$ cat config.mk
export PLATFORM = sky130hd
export DESIGN_NAME = sidc_back
export DESIGN_NICKNAME = d
export VERILOG_FILES = /design/src/rtl/sidc_pkg.sv /design/src/rtl/sidc_back.sv
export SDC_FILE = /design/constraint.sdc
export NUM_CORES = 1
export LEC_CHECK = 0
export BUFFER_PORTS_ARGS = -buffer_cell sky130_fd_sc_hd__buf_2
export CAP_MARGIN = 30
export CORE_ASPECT_RATIO = 0.7
export CORE_MARGIN = 2
export CORE_UTILIZATION = 46
export CTS_CLUSTER_DIAMETER = 40
export DETAILED_ROUTE_END_ITERATION = 10
export PLACE_DENSITY = 0.77
export SETUP_SLACK_MARGIN = 0.02
export SYNTH_ARGS = -nofsm -noshare
export SYNTH_HDL_FRONTEND = slang
export SYNTH_SLANG_ARGS = --single-unit
$ cat constraint.sdc
create_clock -name clk -period 1.9 [get_ports clk]
set_input_delay 0.095 -clock clk [delete_from_list [all_inputs] [get_ports clk]]
set_output_delay 0.095 -clock clk [all_outputs]
set_load 0.01 [all_outputs]
$ cat src/rtl/sidc_pkg.sv
`default_nettype none
// ----------------------------------------------------------------------------
// sidc_pkg
// shared types and constants for the signed integer to decimal text core
// ----------------------------------------------------------------------------
package sidc_pkg;

  localparam int ValueWidth = 32;
  localparam int CharWidth = 8;
  localparam int DigitWidth = 4;
  localparam int DigitCount = 10;
  localparam int IdxWidth = 4;

  localparam logic [CharWidth-1:0] CharMinus = 8'd45;
  localparam logic [CharWidth-1:0] CharZero = 8'd48;

  // floor(x / 10) == (x * RecipTen) >> RecipShift for every 32-bit x
  localparam logic [ValueWidth-1:0] RecipTen = 32'hCCCC_CCCD;
  localparam int RecipShift = 35;

  localparam int QueueDepthDefault = 2;

  typedef logic [DigitCount-1:0][DigitWidth-1:0] digits_t;

  // one converted number waiting for the output side
  typedef struct packed {
    logic neg;
    logic [IdxWidth-1:0] top;
    digits_t digits;
  } rec_t;

  typedef struct packed {
    logic full;
    logic empty;
  } qstat_t;

endpackage
`default_nettype wire

$ cat src/rtl/sidc_back.sv
`default_nettype none
// ----------------------------------------------------------------------------
// sidc_back
// takes a digit record and sends sign and digits as ascii, most significant
// first, through a registered output stage
// ----------------------------------------------------------------------------
module sidc_back (
  input  wire logic                             clk,
  input  wire logic                             rst,
  input  wire sidc_pkg::qstat_t                 q_stat,
  input  wire sidc_pkg::rec_t                   pop_rec,
  output logic                                  pop,
  output logic                                  m_tvalid,
  input  wire logic                             m_tready,
  output logic [sidc_pkg::CharWidth-1:0]        m_tdata,   // character
  output logic                                  m_tlast
);
  import sidc_pkg::*;

  logic act;
  logic neg;
  logic [IdxWidth-1:0] idx;
  digits_t digits;
  logic advance;

  assign pop = !act && !q_stat.empty;
  assign advance = act && (!m_tvalid || m_tready);

  always_ff @(posedge clk) begin
    if (rst) begin
      act <= 1'b0;
      m_tvalid <= 1'b0;
    end else begin
      if (pop) begin
        act <= 1'b1;
      end else if (advance && !neg && idx == '0) begin
        act <= 1'b0;
      end
      if (advance) m_tvalid <= 1'b1;
      else if (m_tready) m_tvalid <= 1'b0;
    end
  end

  always_ff @(posedge clk) begin
    if (pop) begin
      neg <= pop_rec.neg;
      idx <= pop_rec.top;
      digits <= pop_rec.digits;
    end else if (advance) begin
      if (neg) begin
        neg <= 1'b0;
        m_tdata <= CharMinus;
        m_tlast <= 1'b0;
      end else begin
        m_tdata <= CharZero + {{(CharWidth-DigitWidth){1'b0}}, digits[idx]};
        m_tlast <= (idx == '0);
        if (idx != '0) idx <= idx - 1'b1;
      end
    end
  end

endmodule
`default_nettype wire

Word-level counts from Yosys, hierarchy flattened
Cells that the tools add are included.
{"block": "classes", "n_addsub": 2, "magnitude_cmp": 1, "eq_ne": 1, "muxes": 12, "bitwise_logic": 1, "n_reduce_logical": 17}
{"op": "4-bit two-way mux", "n": 5}
{"op": "4-bit binary-select mux with 4-bit select", "n": 1}
{"op": "2-bit nonzero test", "n": 4}
{"op": "6-bit by 4-bit adder with 7-bit output (first input constant)", "n": 1}
{"op": "1-bit two-way mux", "n": 6}
{"op": "4-bit by 5-bit less-than comparator with 1-bit output (second input constant)", "n": 1}
{"op": "1-bit logical AND", "n": 4}
{"op": "1-bit logical NOT", "n": 4}
{"op": "4-bit logical NOT", "n": 1}
{"op": "4-bit nonzero test", "n": 1}
{"op": "4-bit by 1-bit subtractor with 4-bit output (second input constant)", "n": 1}
{"op": "3-bit AND reduction", "n": 1}
{"op": "2-bit inequality test (second input constant)", "n": 1}
{"op": "2-bit AND reduction", "n": 1}
{"op": "1-bit logical OR", "n": 1}
{"op": "1-bit inverter", "n": 1}
{"block": "word_totals", "regBits": 56, "input_bits": 50, "out_inout_bits": 11, "elab_cells": 50}

Depth between registers and ports, before layout
{"block": "depth", "depth_word": 7, "mapped_depth": 6, "mapped_depth_nobuf": 4}

Worst setup path after synthesis
OpenSTA, ideal clock, no wires.
{"block": "synth_path", "path_kind": "register -> register", "from": "reg act", "to": "reg idx[2] (data pin)", "t_arrival_ns": 1.764, "path_slack_ns": -0.173, "stages_incl_launch_ff": 4, "path_buffers": 0, "period_less_slack_ns": 2.073, "cell_sequence": "dfxtp_1 > or2_2 > inv_1 > o21ai_0"}
{"block": "synth_via", "elab_chain_len": 3}
{"item": "start: declaration", "line_no": "sidc_back.sv:20", "source": "logic act;"}
{"item": "start signal: assignment", "line_no": "sidc_back.sv:31", "source": "act <= 1'b0;"}
{"item": "start signal: assignment", "line_no": "sidc_back.sv:35", "source": "act <= 1'b1;"}
{"item": "start signal: assignment", "line_no": "sidc_back.sv:37", "source": "act <= 1'b0;"}
{"item": "1-bit logical NOT", "line_no": "sidc_back.sv:26", "source": "assign pop = !act && !q_stat.empty;"}
{"item": "1-bit logical AND", "line_no": "sidc_back.sv:26"}
{"item": "named net pop", "line_no": "sidc_back.sv:12", "source": "output logic pop,"}
{"item": "4-bit two-way mux", "line_no": "sidc_back.sv:45", "source": "if (pop) begin"}
{"item": "end signal: assignment", "line_no": "sidc_back.sv:47", "source": "idx <= pop_rec.top;"}
{"item": "end signal: assignment", "line_no": "sidc_back.sv:57", "source": "if (idx != '0) idx <= idx - 1'b1;"}
{"item": "end: declaration", "line_no": "sidc_back.sv:22", "source": "logic [IdxWidth-1:0] idx;"}
The timed path passes the listed nets, and every way through them passes these cells.
A chain may end at the register's enable or synchronous reset.

Final worst setup path
{"block": "layout_path", "from": "reg idx[0]", "to": "reg m_tdata[3] in the netlist's numbering (data pin)"}
{"block": "layout_via", "elab_chain_len": 3}
{"item": "4-bit binary-select mux with 4-bit select", "line_no": "sidc_back.sv:55", "source": "m_tdata <= CharZero + {{(CharWidth-DigitWidth){1'b0}}, digits[idx]};"}
{"item": "4-bit two-way mux (implied by the code)", "line_no": "sidc_back.sv:55"}
{"item": "6-bit by 4-bit adder with 7-bit output", "line_no": "sidc_back.sv:55"}
{"item": "end signal: assignment", "line_no": "sidc_back.sv:52", "source": "m_tdata <= CharMinus;"}
{"item": "end signal: assignment", "line_no": "sidc_back.sv:55"}
{"item": "end: declaration", "line_no": "sidc_back.sv:15", "source": "output logic [sidc_pkg::CharWidth-1:0] m_tdata,"}
Every way passes these cells. The select of a mux whose other input is x is not followed.

==> summary.txt <==
Critical path
  – Crit path DAT: 1800 ps
  – R2r setup slk: 130 ps
  – CP Data Required Time: 1940 ps
  – Critical-path top delay cell: mux4_1
  – Reg2Reg Launch Point: idx[0]
  – Reg-to-Reg End: m_tdata[3]
  – Max stage delay on crit path: 560 ps
  – Critical Path End Type: register
  – Startpoint types: register
  – Critical Path, Cell by Cell: buf_4 > mux4_1 > o22ai_1 > o31ai_1
  – Reg2Reg Depth: 4
  – Crit path kind: register to register
  – CP max FO: 5

Layout
  – Fin area: 3030 um^2
  – Layout cells sized above 1: 35.3%
  – Fin util: 68.7%
  – Layout Nets: 285
  – Layout area overhead: 41.8%
  – Diodes inserted: 0
  – Post-Layout Cell Count: 290

Timing
  – Tmin final: 1770 ps
  – Final WS setup: 134 ps
  – Final setup skew: 6.12 ps
  – Max frequency: 0.566 GHz
  – WHS: 68.3 ps
  – TNS Setup: 0 ps
  – Hold Vio Cnt, Final: 0
  – Slew @ Worst Pin: 498 ps
  – Final Max Slew Viols: 0
  – # setup viols final: 0
  – RSZ-0062 raised after global routing: no
  – Rel. slew slack: 65.9%
  – Fin crit share: 92.9%

Global route
  – GRT Total Usage: 17.9%
  – Met1 Resource Use GR: 20.5%
  – Vias in the first global route: 1465
  – Layer with the highest usage: met2
  – Largest net degree at the start of global routing: 32
  – Initial antenna violation count: 0
  – M2 GR Usage: 33.9%
  – Grt ovf: 0
  – First-pass GRT wire length: 6.87 mm
  – Met3 Track Usage GR: 4.63%

Pwr
  – Pleak: 1.20 nW
  – Max IR drop VDD: 0.575 mV
  – Pwr Total: 2.47 mW
  – Power per Cell Area: 816 nW/um^2

Worst hold path
  – HP Class: input pin to register
  – Hold path startpoint: pop_rec[40]
  – Hold Crit Depth: 3
  – Hold EP: idx[0]

Synth
  – Top FF cell, synth: edfxtp_1
  – Synthesized area per cell: 16.7 um^2
  – Async S/R FF share, synth: 0%
  – Area contributors post-synth: edfxtp_1 (72%), mux4_1 (3.7%), mux2_2 (3.2%)
  – Yosys top cell area share: 71.8%
  – Most common cell in the synthesized netlist: edfxtp_1
  – Synth unique cells: 32
  – Post-synth EDFFs: 51
  – Post-Syn Area: 2130 um^2
  – Yosys reg bits: 53
  – Sequential element share of the synthesized area: 73.7%
  – Post-synthesis cell count: 128
  – Largest area contributor in the netlist: edfxtp_1
  – Syn. warnings: 0
  – Top cells by count, synth: edfxtp_1 (51), inv_1 (7), nand2_1 (7)

Die
  – Horiz. Die Dim: 85.4 um
  – Rows: 20
  – Die extent in y: 61.0 um
  – IO Count: 61
  – Effective utilization at floorplan: 48.4%
  – Core box area: 4400 um^2
  – Die area: 5210 um^2

Route
  – Drt wl/cell: 15.9 um
  – Residual DRC: 0
  – DRT Wirelength: 4.60 mm
  – Pre-antenna DRT Iters: 6
  – First DRT Iteration DRCs: 69
  – Vias per inst: 5.02
  – DR vias: 1457
  – Final ANT Viol Nets: 0

Run
  – Max-cap viol count: 0

Placement
  – Buffers added on ports: 56
  – DP Area: 2480 um^2
  – Placed Cells: 236
  – Gpl congestion: 0.849
  – DPL Wire Length: 2.88 mm
  – Dpl ws: 19.0 ps

Clock network
  – Sink Count: 53
  – CTS H-Tree Depth: 2
  – CTS Root Cell: clkbuf_8
  – Clock insertion delay at the later pin of the skew report: 310 ps
  – CTS tree: done
  – Num CTS Buffers: 5
  – Clock Tree Buf Depth: 2
  – Reg clk slew, reported paths: 90 ps

Status
  – Outcome: finished, final reports clean
-- worst max path at each step --
stage,start,to
after floorplan,idx[0],idx[0]
after detailed placement,idx[0],m_tdata[3]
after global routing,idx[0],m_tdata[2]
final,idx[0],m_tdata[3]
after CTS,idx[0],m_tdata[3]
after global placement,idx[0],m_tdata[3]
-- worst max-delay path: cells and delay by family (launching register included) --
kind            cells  cell delay (ps)
buf+inv             1              180
compound gates      2              350
mux                 1              560
flops               1              420
-- report_power, final --
group,internal [mW],switching [mW]
combinational,0.225,0.196
clock,0.255,0.357
sequential,1.39,0.0475
-- layout by cell type (no fill, tap or decap), types with 3 or more instances in the layout --
master and count:
o22ai_1 3, mux4_1 3, o31ai_1 3, inv_1 6, conb_1 3, mux2i_1 3, a21oi_1 5, o21ai_0 3
buf_2 56, edfxtp_1 51, mux2_2 6, nand2_1 7, dlygate4sd3_1 42, clkbuf_8 5, buf_4 7, nor2b_1 3
-- registers in the layout (all words and copies together) (netlist names) --
name / cells
digits: 40
m_tvalid: 1
idx: 4
m_tdata: 5
act: 1
neg: 1
m_tlast: 1
-- final cells by class --
| class | count | area [um^2] |
|---|---|---|
| multi-input cells | 61 | 495 |
| flip-flops and latches | 53 | 1570 |
| repair buffers | 106 | 773 |
| clock buffers | 5 | 68.8 |
| fillers | 288 | 1380 |
| clock inverters | 3 | 17.5 |
| well taps | 55 | 68.8 |
| inverters | 7 | 30.0 |
-- kinds of logic (layout without fill, tap and decap cells) --
family / Yosys count / in the layout / share of synthesized area (%)
DFF: 53 / 53 / 73.7
AOI/OAI and AO/OA: 21 / 21 / 6.45
other: 2 / 3 / 0.352
xor gates and xnor gates: 2 / 2 / 0.821
adders and majority gates: 1 / 1 / 0.586
buffers and inverters: 15 / 121 / 3.81
muxes: 13 / 13 / 9.33
and+or+nand+nor: 21 / 21 / 4.99
-- timing repair --
item / in CTS / in global routing
endpoints found under the hold margin: 42 / 0
endpoints found under the setup margin: 1 / 1
hold buffers: 42 / 0
resized for setup: 0 / 2
buffers inserted: 4 / 0
-- layer usage --
layer / vias up / wire length, um
met5: - / 0
met4: 0 / 61
met3: 7 / 240
met1: 695 / 1840
met2: 58 / 2460
li1: 697 / -
No activity file was read; power rests on OpenSTA's default activity.
