==> src/rtl/sidc_pkg.sv <==
`default_nettype none
// ----------------------------------------------------------------------------
// sidc_pkg
// shared types and constants for the signed integer to decimal text core
// ----------------------------------------------------------------------------
package sidc_pkg;

  localparam int ValueWidth = 32;
  localparam int CharWidth = 8;
  localparam int DigitWidth = 4;
  localparam int DigitCount = 10;
  localparam int IdxWidth = 4;

  localparam logic [CharWidth-1:0] CharMinus = 8'd45;
  localparam logic [CharWidth-1:0] CharZero = 8'd48;

  // floor(x / 10) == (x * RecipTen) >> RecipShift for every 32-bit x
  localparam logic [ValueWidth-1:0] RecipTen = 32'hCCCC_CCCD;
  localparam int RecipShift = 35;

  localparam int QueueDepthDefault = 2;

  typedef logic [DigitCount-1:0][DigitWidth-1:0] digits_t;

  // one converted number waiting for the output side
  typedef struct packed {
    logic neg;
    logic [IdxWidth-1:0] top;
    digits_t digits;
  } rec_t;

  typedef struct packed {
    logic full;
    logic empty;
  } qstat_t;

endpackage
`default_nettype wire

==> src/rtl/sidc_queue.sv <==
`default_nettype none
// ----------------------------------------------------------------------------
// sidc_queue
// short first-in first-out buffer of digit records between front and back
// ----------------------------------------------------------------------------
module sidc_queue #(
  parameter int Depth = sidc_pkg::QueueDepthDefault
) (
  input  wire logic             clk,
  input  wire logic             rst,
  input  wire logic             push,
  input  wire sidc_pkg::rec_t   push_rec,
  input  wire logic             pop,
  output sidc_pkg::rec_t        pop_rec,
  output sidc_pkg::qstat_t      q_stat
);
  import sidc_pkg::*;

  localparam int AddrW = (Depth > 1) ? $clog2(Depth) : 1;
  localparam int CntW = $clog2(Depth + 1);
  localparam logic [AddrW-1:0] LastAddr = AddrW'(Depth - 1);
  localparam logic [CntW-1:0] FullCnt = CntW'(Depth);

  rec_t entries [Depth];
  logic [AddrW-1:0] wr_ptr;
  logic [AddrW-1:0] rd_ptr;
  logic [CntW-1:0] count;
  logic do_push;
  logic do_pop;

  assign q_stat.full = (count == FullCnt);
  assign q_stat.empty = (count == '0);
  assign do_push = push && !q_stat.full;
  assign do_pop = pop && !q_stat.empty;
  assign pop_rec = entries[rd_ptr];

  always_ff @(posedge clk) begin
    if (rst) begin
      wr_ptr <= '0;
      rd_ptr <= '0;
      count <= '0;
    end else begin
      if (do_push) wr_ptr <= (wr_ptr == LastAddr) ? '0 : wr_ptr + 1'b1;
      if (do_pop) rd_ptr <= (rd_ptr == LastAddr) ? '0 : rd_ptr + 1'b1;
      if (do_push && !do_pop) count <= count + 1'b1;
      else if (do_pop && !do_push) count <= count - 1'b1;
    end
  end

  always_ff @(posedge clk) begin
    if (do_push) entries[wr_ptr] <= push_rec;
  end

endmodule
`default_nettype wire

==> config.mk <==
export PLATFORM = sky130hd
export DESIGN_NAME = sidc_queue
export DESIGN_NICKNAME = d
export VERILOG_FILES = /design/src/rtl/sidc_pkg.sv /design/src/rtl/sidc_queue.sv
export SDC_FILE = /design/constraint.sdc
export NUM_CORES = 1
export LEC_CHECK = 0
export ABC_AREA = 1
export ABC_CLOCK_PERIOD_IN_PS = 3100
export BUFFER_PORTS_ARGS = -buffer_cell sky130_fd_sc_hd__buf_2
export CORE_ASPECT_RATIO = 0.5
export CORE_MARGIN = 3
export CORE_UTILIZATION = 30
export CTS_BUF_LIST = sky130_fd_sc_hd__clkbuf_8
export CTS_CLUSTER_DIAMETER = 50
export CTS_CLUSTER_SIZE = 10
export DETAILED_ROUTE_END_ITERATION = 8
export SYNTH_ARGS = -nofsm -noshare
export SYNTH_HDL_FRONTEND = slang
export SYNTH_SLANG_ARGS = --single-unit
export TNS_END_PERCENT = 50
==> constraint.sdc <==
create_clock -name clk -period 3.1 [get_ports clk]
set_input_delay 0.62 -clock clk [delete_from_list [all_inputs] [get_ports clk]]
set_output_delay 0.62 -clock clk [all_outputs]
set_load 0.01 [all_outputs]
---- Word-level counts from Yosys, hierarchy flattened ----
Memories as Yosys holds them, arrays and structs flattened. A register that Yosys moved wholly into a read port is not among the register bits.
Index checks and enable logic that the tools add are counted.
storage, ports and cells
  bits in registers ....................... 4
  latch bits .............................. 0
  bits in writable memories ............... 90
  bits in read-only memories .............. 0
  bits of input ports ..................... 49
  output and inout bits ................... 47
  word-level logic and storage cells ...... 27
  memories kept ........................... 1
memory list
  memory   words  width  rd ports  clocked after Yosys merged registers in  wr ports  RTL line          text
  entries  2      45     1         1                                        1         sidc_queue.sv:24  rec_t entries [Depth];
operators by class
  $add $sub $neg .......................... 4
  multiply operators ...................... 0
  div/mod/pow operators ................... 0
  order comparisons ....................... 0
  eq/ne operators ......................... 1
  shifts and indexed selects .............. 0
  multiplexer cells ....................... 8
  bitwise logic cells ..................... 0
  reductions and logical operators ........ 10
operator list
  cell                 count
  $mux 1               6
  $logic_and 1x1->1    4
  $logic_not 1->1      4
  $mux 2               2
  $add 1x1->1 const B  2
  $add 2x1->2 const B  1
  $eq 2x2->1 const B   1
  $logic_not 2->1      1
  $reduce_bool 2->1    1
  $sub 2x1->2 const B  1

---- Longest topological paths before layout ----
  depth in word-level cells ............... 7
  gate-level depth with buffers ........... 10
  gate-level depth less buffers ........... 10

---- Worst setup path after synthesis ----
OpenSTA, ideal clock, no wires.
  path type ............................... in2reg
  from .................................... in push
  to ...................................... mem entries[0][0] (netlist bit), enable pin
  library setup time ...................... 447 ps
  arrival time ............................ 2581 ps
  required time ........................... 2653 ps
  slack ................................... 72 ps
  stages on the path ...................... 2
  path buffers ............................ 0
  path through ............................ o21ai_2 > nor2_1
on the way
  longest elaborated chain between the ends .. 3
RTL lines
  element                       RTL line          text
  from (decl)                   sidc_queue.sv:11  input wire logic push,
  $logic_and 1x1->1             sidc_queue.sv:33  assign do_push = push && !q_stat.full;
  $mux 1                        sidc_queue.sv:51  if (do_push) entries[wr_ptr] <= push_rec;
  $mux 1 (implied by the code)  sidc_queue.sv:51
  to (decl)                     sidc_queue.sv:24
Every way passes these cells.

==> metrics.json <==
{
  "run_status": {"value": "finished clean"},
  "vias_in_the_first_global_route": {"value": 2080},
  "globalRouteOverflowTotal": {"value": 0},
  "synth-adder-area-share": {"value": 0.3381, "unit": "%"},
  "rr_worst_depth": {"value": 3},
  "groute.usage.overall": {"value": 9.434, "unit": "%"},
  "max-vdd-ir-drop": {"value": 282.2, "unit": "uV"},
  "initialDrtViolationCount": {"value": 77},
  "postRouteWirelength": {"value": 6311, "unit": "microns"},
  "share_of_final_layout_standard_cells_stronger_than_drive_strength_1": {"value": 57.14, "unit": "%"},
  "synth_top_family_by_area": {"value": "multiplexers"},
  "final-setup-viol-count": {"value": 0},
  "area_of_combinational_cells_with_multiple_inputs": {"value": 788.3, "unit": "sq um"},
  "post_cts_resized": {"value": 0},
  "setup.worst_path.class": {"value": "register to output port"},
  "synthesis.yosys.warnings": {"value": 0},
  "grt_pass1_wl": {"value": 10090, "unit": "microns"},
  "worst_hold_path.num_cells": {"value": 1},
  "finalClockSkew": {"value": 0.01452, "unit": "ns"},
  "die_width": {"value": 163.1, "unit": "microns"},
  "grt_antenna_before_repair": {"value": 1},
  "area_growth": {"value": 22.95, "unit": "%"},
  "timing.critical_path.from_type": {"value": "register"},
  "final.setup.tns": {"value": 0, "unit": "ns"},
  "routabilityCongestion": {"value": 0.6902},
  "wire_per_inst": {"value": 14.15, "unit": "microns"},
  "dr_total_vias": {"value": 1846},
  "yosys.area_share.xor_xnor": {"value": 0, "unit": "%"},
  "netlist_instances": {"value": 177},
  "synth.net_count": {"value": 227},
  "postLayoutSetupSlackWorst": {"value": 0.9068, "unit": "ns"},
  "worstPathRequired": {"value": 2.48, "unit": "ns"},
  "count_of_pins_on_the_block_boundary": {"value": 96},
  "detailedPlacementHpwl": {"value": 4612, "unit": "microns"},
  "placed_cells_incl_taps": {"value": 430},
  "rsz0062_at_grt": {"value": "no"},
  "postSynthRegisterBits": {"value": 95},
  "synth_area_per_cell": {"value": 20.91, "unit": "sq um"},
  "layout_worst_path_cycle_share": {"value": 70.75, "unit": "%"},
  "antenna_violating_nets_post_route": {"value": 0},
  "finalCriticalPeriod": {"value": 2.193, "unit": "ns"},
  "max-clock-path-buffers": {"value": 2},
  "cts_setup_buffers": {"value": 0},
  "final-instance-count-excl-fill": {"value": 446},
  "leakagePower": {"value": 1.777, "unit": "nW"},
  "cell_chosen_for_the_clock_root": {"value": "sky130_fd_sc_hd__clkbuf_8"},
  "first_pass_iters": {"value": 4},
  "synth_compound_gate_area_share": {"value": 1.014, "unit": "%"},
  "clock_sinks": {"value": 95},
  "synth.lib_cells_used.distinct": {"value": 17},
  "slew_limit_fails": {"value": 0},
  "timing.slew.headroom": {"value": 52.32, "unit": "%"},
  "fp.coreArea": {"value": 11520, "unit": "sq um"},
  "clock_latency_late_sink": {"value": 0.34, "unit": "ns"},
  "final_core_util": {"value": 39.50, "unit": "%"},
  "tritoncts": {"value": "done"},
  "die_h": {"value": 84.54, "unit": "microns"},
  "synth.area.mux_share": {"value": 17.75, "unit": "%"},
  "regArea": {"value": 2804, "unit": "sq um"},
  "post_synth_instance_area": {"value": 3701, "unit": "sq um"},
  "diodes": {"value": 0},
  "total_number_of_h_tree_levels": {"value": 3},
  "drt_drc_violations_left": {"value": 0},
  "die_area": {"value": 13790, "unit": "sq um"},
  "finalHoldViolations": {"value": 0},
  "cap_violations": {"value": 0},
  "grt_start_max_net_pins": {"value": 24},
  "path_max_fanout": {"value": 23},
  "synth_simple_gate_area_share": {"value": 1.792, "unit": "%"},
  "clock_pin_slew_on_the_worst_setup_and_hold_paths": {"value": 0.09, "unit": "ns"},
  "cts_hold_buffers": {"value": 0},
  "worst_slew_pin_slew": {"value": 0.7135, "unit": "ns"},
  "fillCellCount": {"value": 1053},
  "cts_buffers": {"value": 9},
  "via_per_inst": {"value": 4.139},
  "hold_class": {"value": "primary input to register"},
  "nature_of_the_critical_path_endpoint": {"value": "output port"},
  "max_clock_freq": {"value": 0.4560, "unit": "GHz"},
  "placementRows": {"value": 27},
  "place_worst_setup_slack": {"value": 1.071, "unit": "ns"},
  "crit_arrival": {"value": 1.57, "unit": "ns"},
  "portBuffers": {"value": 95},
  "powerDensity": {"value": 745.8, "unit": "nW/um^2"},
  "synth.yosys.seq_area_share": {"value": 75.73, "unit": "%"},
  "nNetsFinal": {"value": 332},
  "initial_utilization": {"value": 32.13, "unit": "%"}
}
## area by class of cell
class / instances / share of cell area, %
flip-flops and latches: 95 / 61.62
clock buffers: 9 / 2.722
inverters: 9 / 0.7424
multi-input cells: 68 / 17.32
repair buffers: 99 / 11.66
well taps: 159 / 4.372
clock inverters: 7 / 1.567
## cells by family (layout without fill, tap and decap cells)
kind of cell | count (synthesis) | after routing
adders and majority gates | 1 | 1
DFF | 95 | 95
muxes | 45 | 45
and+or+nand+nor | 16 | 16
buffers and inverters | 14 | 124
AOI/OAI and AO/OA | 6 | 6
## sequential cells by signal (all words and copies together), names as in the netlist, named ones only
name     count
wr_ptr       1
entries     90
count        2
rd_ptr       1
## routing by layer
| metal | part of all wire [%] | vias to the layer above | GRT usage, % |
|---|---|---|---|
| met5 | 0.21 | - | 0 |
| met3 | 3.2 | 4 | 3.006 |
| met2 | 60 | 28 | 18.84 |
| li1 | - | 881 | - |
| met1 | 36 | 931 | 9.097 |
| met4 | 0.68 | 2 | 3.223 |
## cell usage after synthesis
| master | n | area share [%] |
|---|---|---|
| sky130_fd_sc_hd__dfxtp_1 | 5 | 2.7 |
| sky130_fd_sc_hd__ha_1 | 1 | 0.34 |
| sky130_fd_sc_hd__mux2_4 | 40 | 16 |
| sky130_fd_sc_hd__o21ai_0 | 3 | 0.41 |
| sky130_fd_sc_hd__and2_1 | 1 | 0.17 |
| sky130_fd_sc_hd__nand4_1 | 1 | 0.17 |
| sky130_fd_sc_hd__buf_6 | 1 | 0.30 |
| sky130_fd_sc_hd__o21ai_2 | 2 | 0.47 |
| sky130_fd_sc_hd__nand2_1 | 4 | 0.41 |
| sky130_fd_sc_hd__a21oi_1 | 1 | 0.14 |
| sky130_fd_sc_hd__nor2_1 | 9 | 0.91 |
| sky130_fd_sc_hd__mux2_2 | 5 | 1.5 |
| sky130_fd_sc_hd__inv_1 | 8 | 0.81 |
| sky130_fd_sc_hd__inv_2 | 1 | 0.10 |
| sky130_fd_sc_hd__buf_12 | 4 | 2.2 |
| sky130_fd_sc_hd__nand3_1 | 1 | 0.14 |
| sky130_fd_sc_hd__edfxtp_1 | 90 | 73 |
## metrics by stage
step                      area (sq um)  hold WS (ns)  total power, mW
after floorplan                   3701        0.4755            2.390
after global placement            4355        0.5199            2.640
after detailed placement          4355        0.5304            2.679
after CTS                         4551        0.4404            3.450
after global routing              4551        0.4262            3.576
final                             4551        0.4594            3.394
## where the power goes
| group | switching [mW] | leakage [nW] | internal [mW] |
|---|---|---|---|
| combinational | 0.477 | 0.797 | 0.466 |
| clock | 0.395 | 0.0991 | 0.374 |
| sequential | 0.0597 | 0.881 | 1.62 |
| total | 0.932 | 1.78 | 2.46 |
## worst paths after layout
kind / endpoint / slack (ns) / startpoint
min: entries[0][34] / 0.46 / push_rec[34]
max reg2reg: entries[1][44] / 1.29 / count[0]
min reg2reg: wr_ptr / 0.55 / wr_ptr
max: pop_rec[28] / 0.91 / register
## layout by cell type (no fill, tap or decap), drive strengths merged, types with 2 or more instances in the layout
cell type,instances
nor2,9
mux2,45
clkbuf,9
clkinv,2
dfxtp,5
nand2,4
buf,99
edfxtp,90
o21ai,5
inv,12
## worst max-delay path, stage by stage, from the launching register on
cell                      delay [ns]
sky130_fd_sc_hd__dfxtp_2        0.33
sky130_fd_sc_hd__buf_4          0.36
sky130_fd_sc_hd__mux2_2         0.39
sky130_fd_sc_hd__buf_2          0.14
Note: power is estimated with default switching activity, not from simulation.
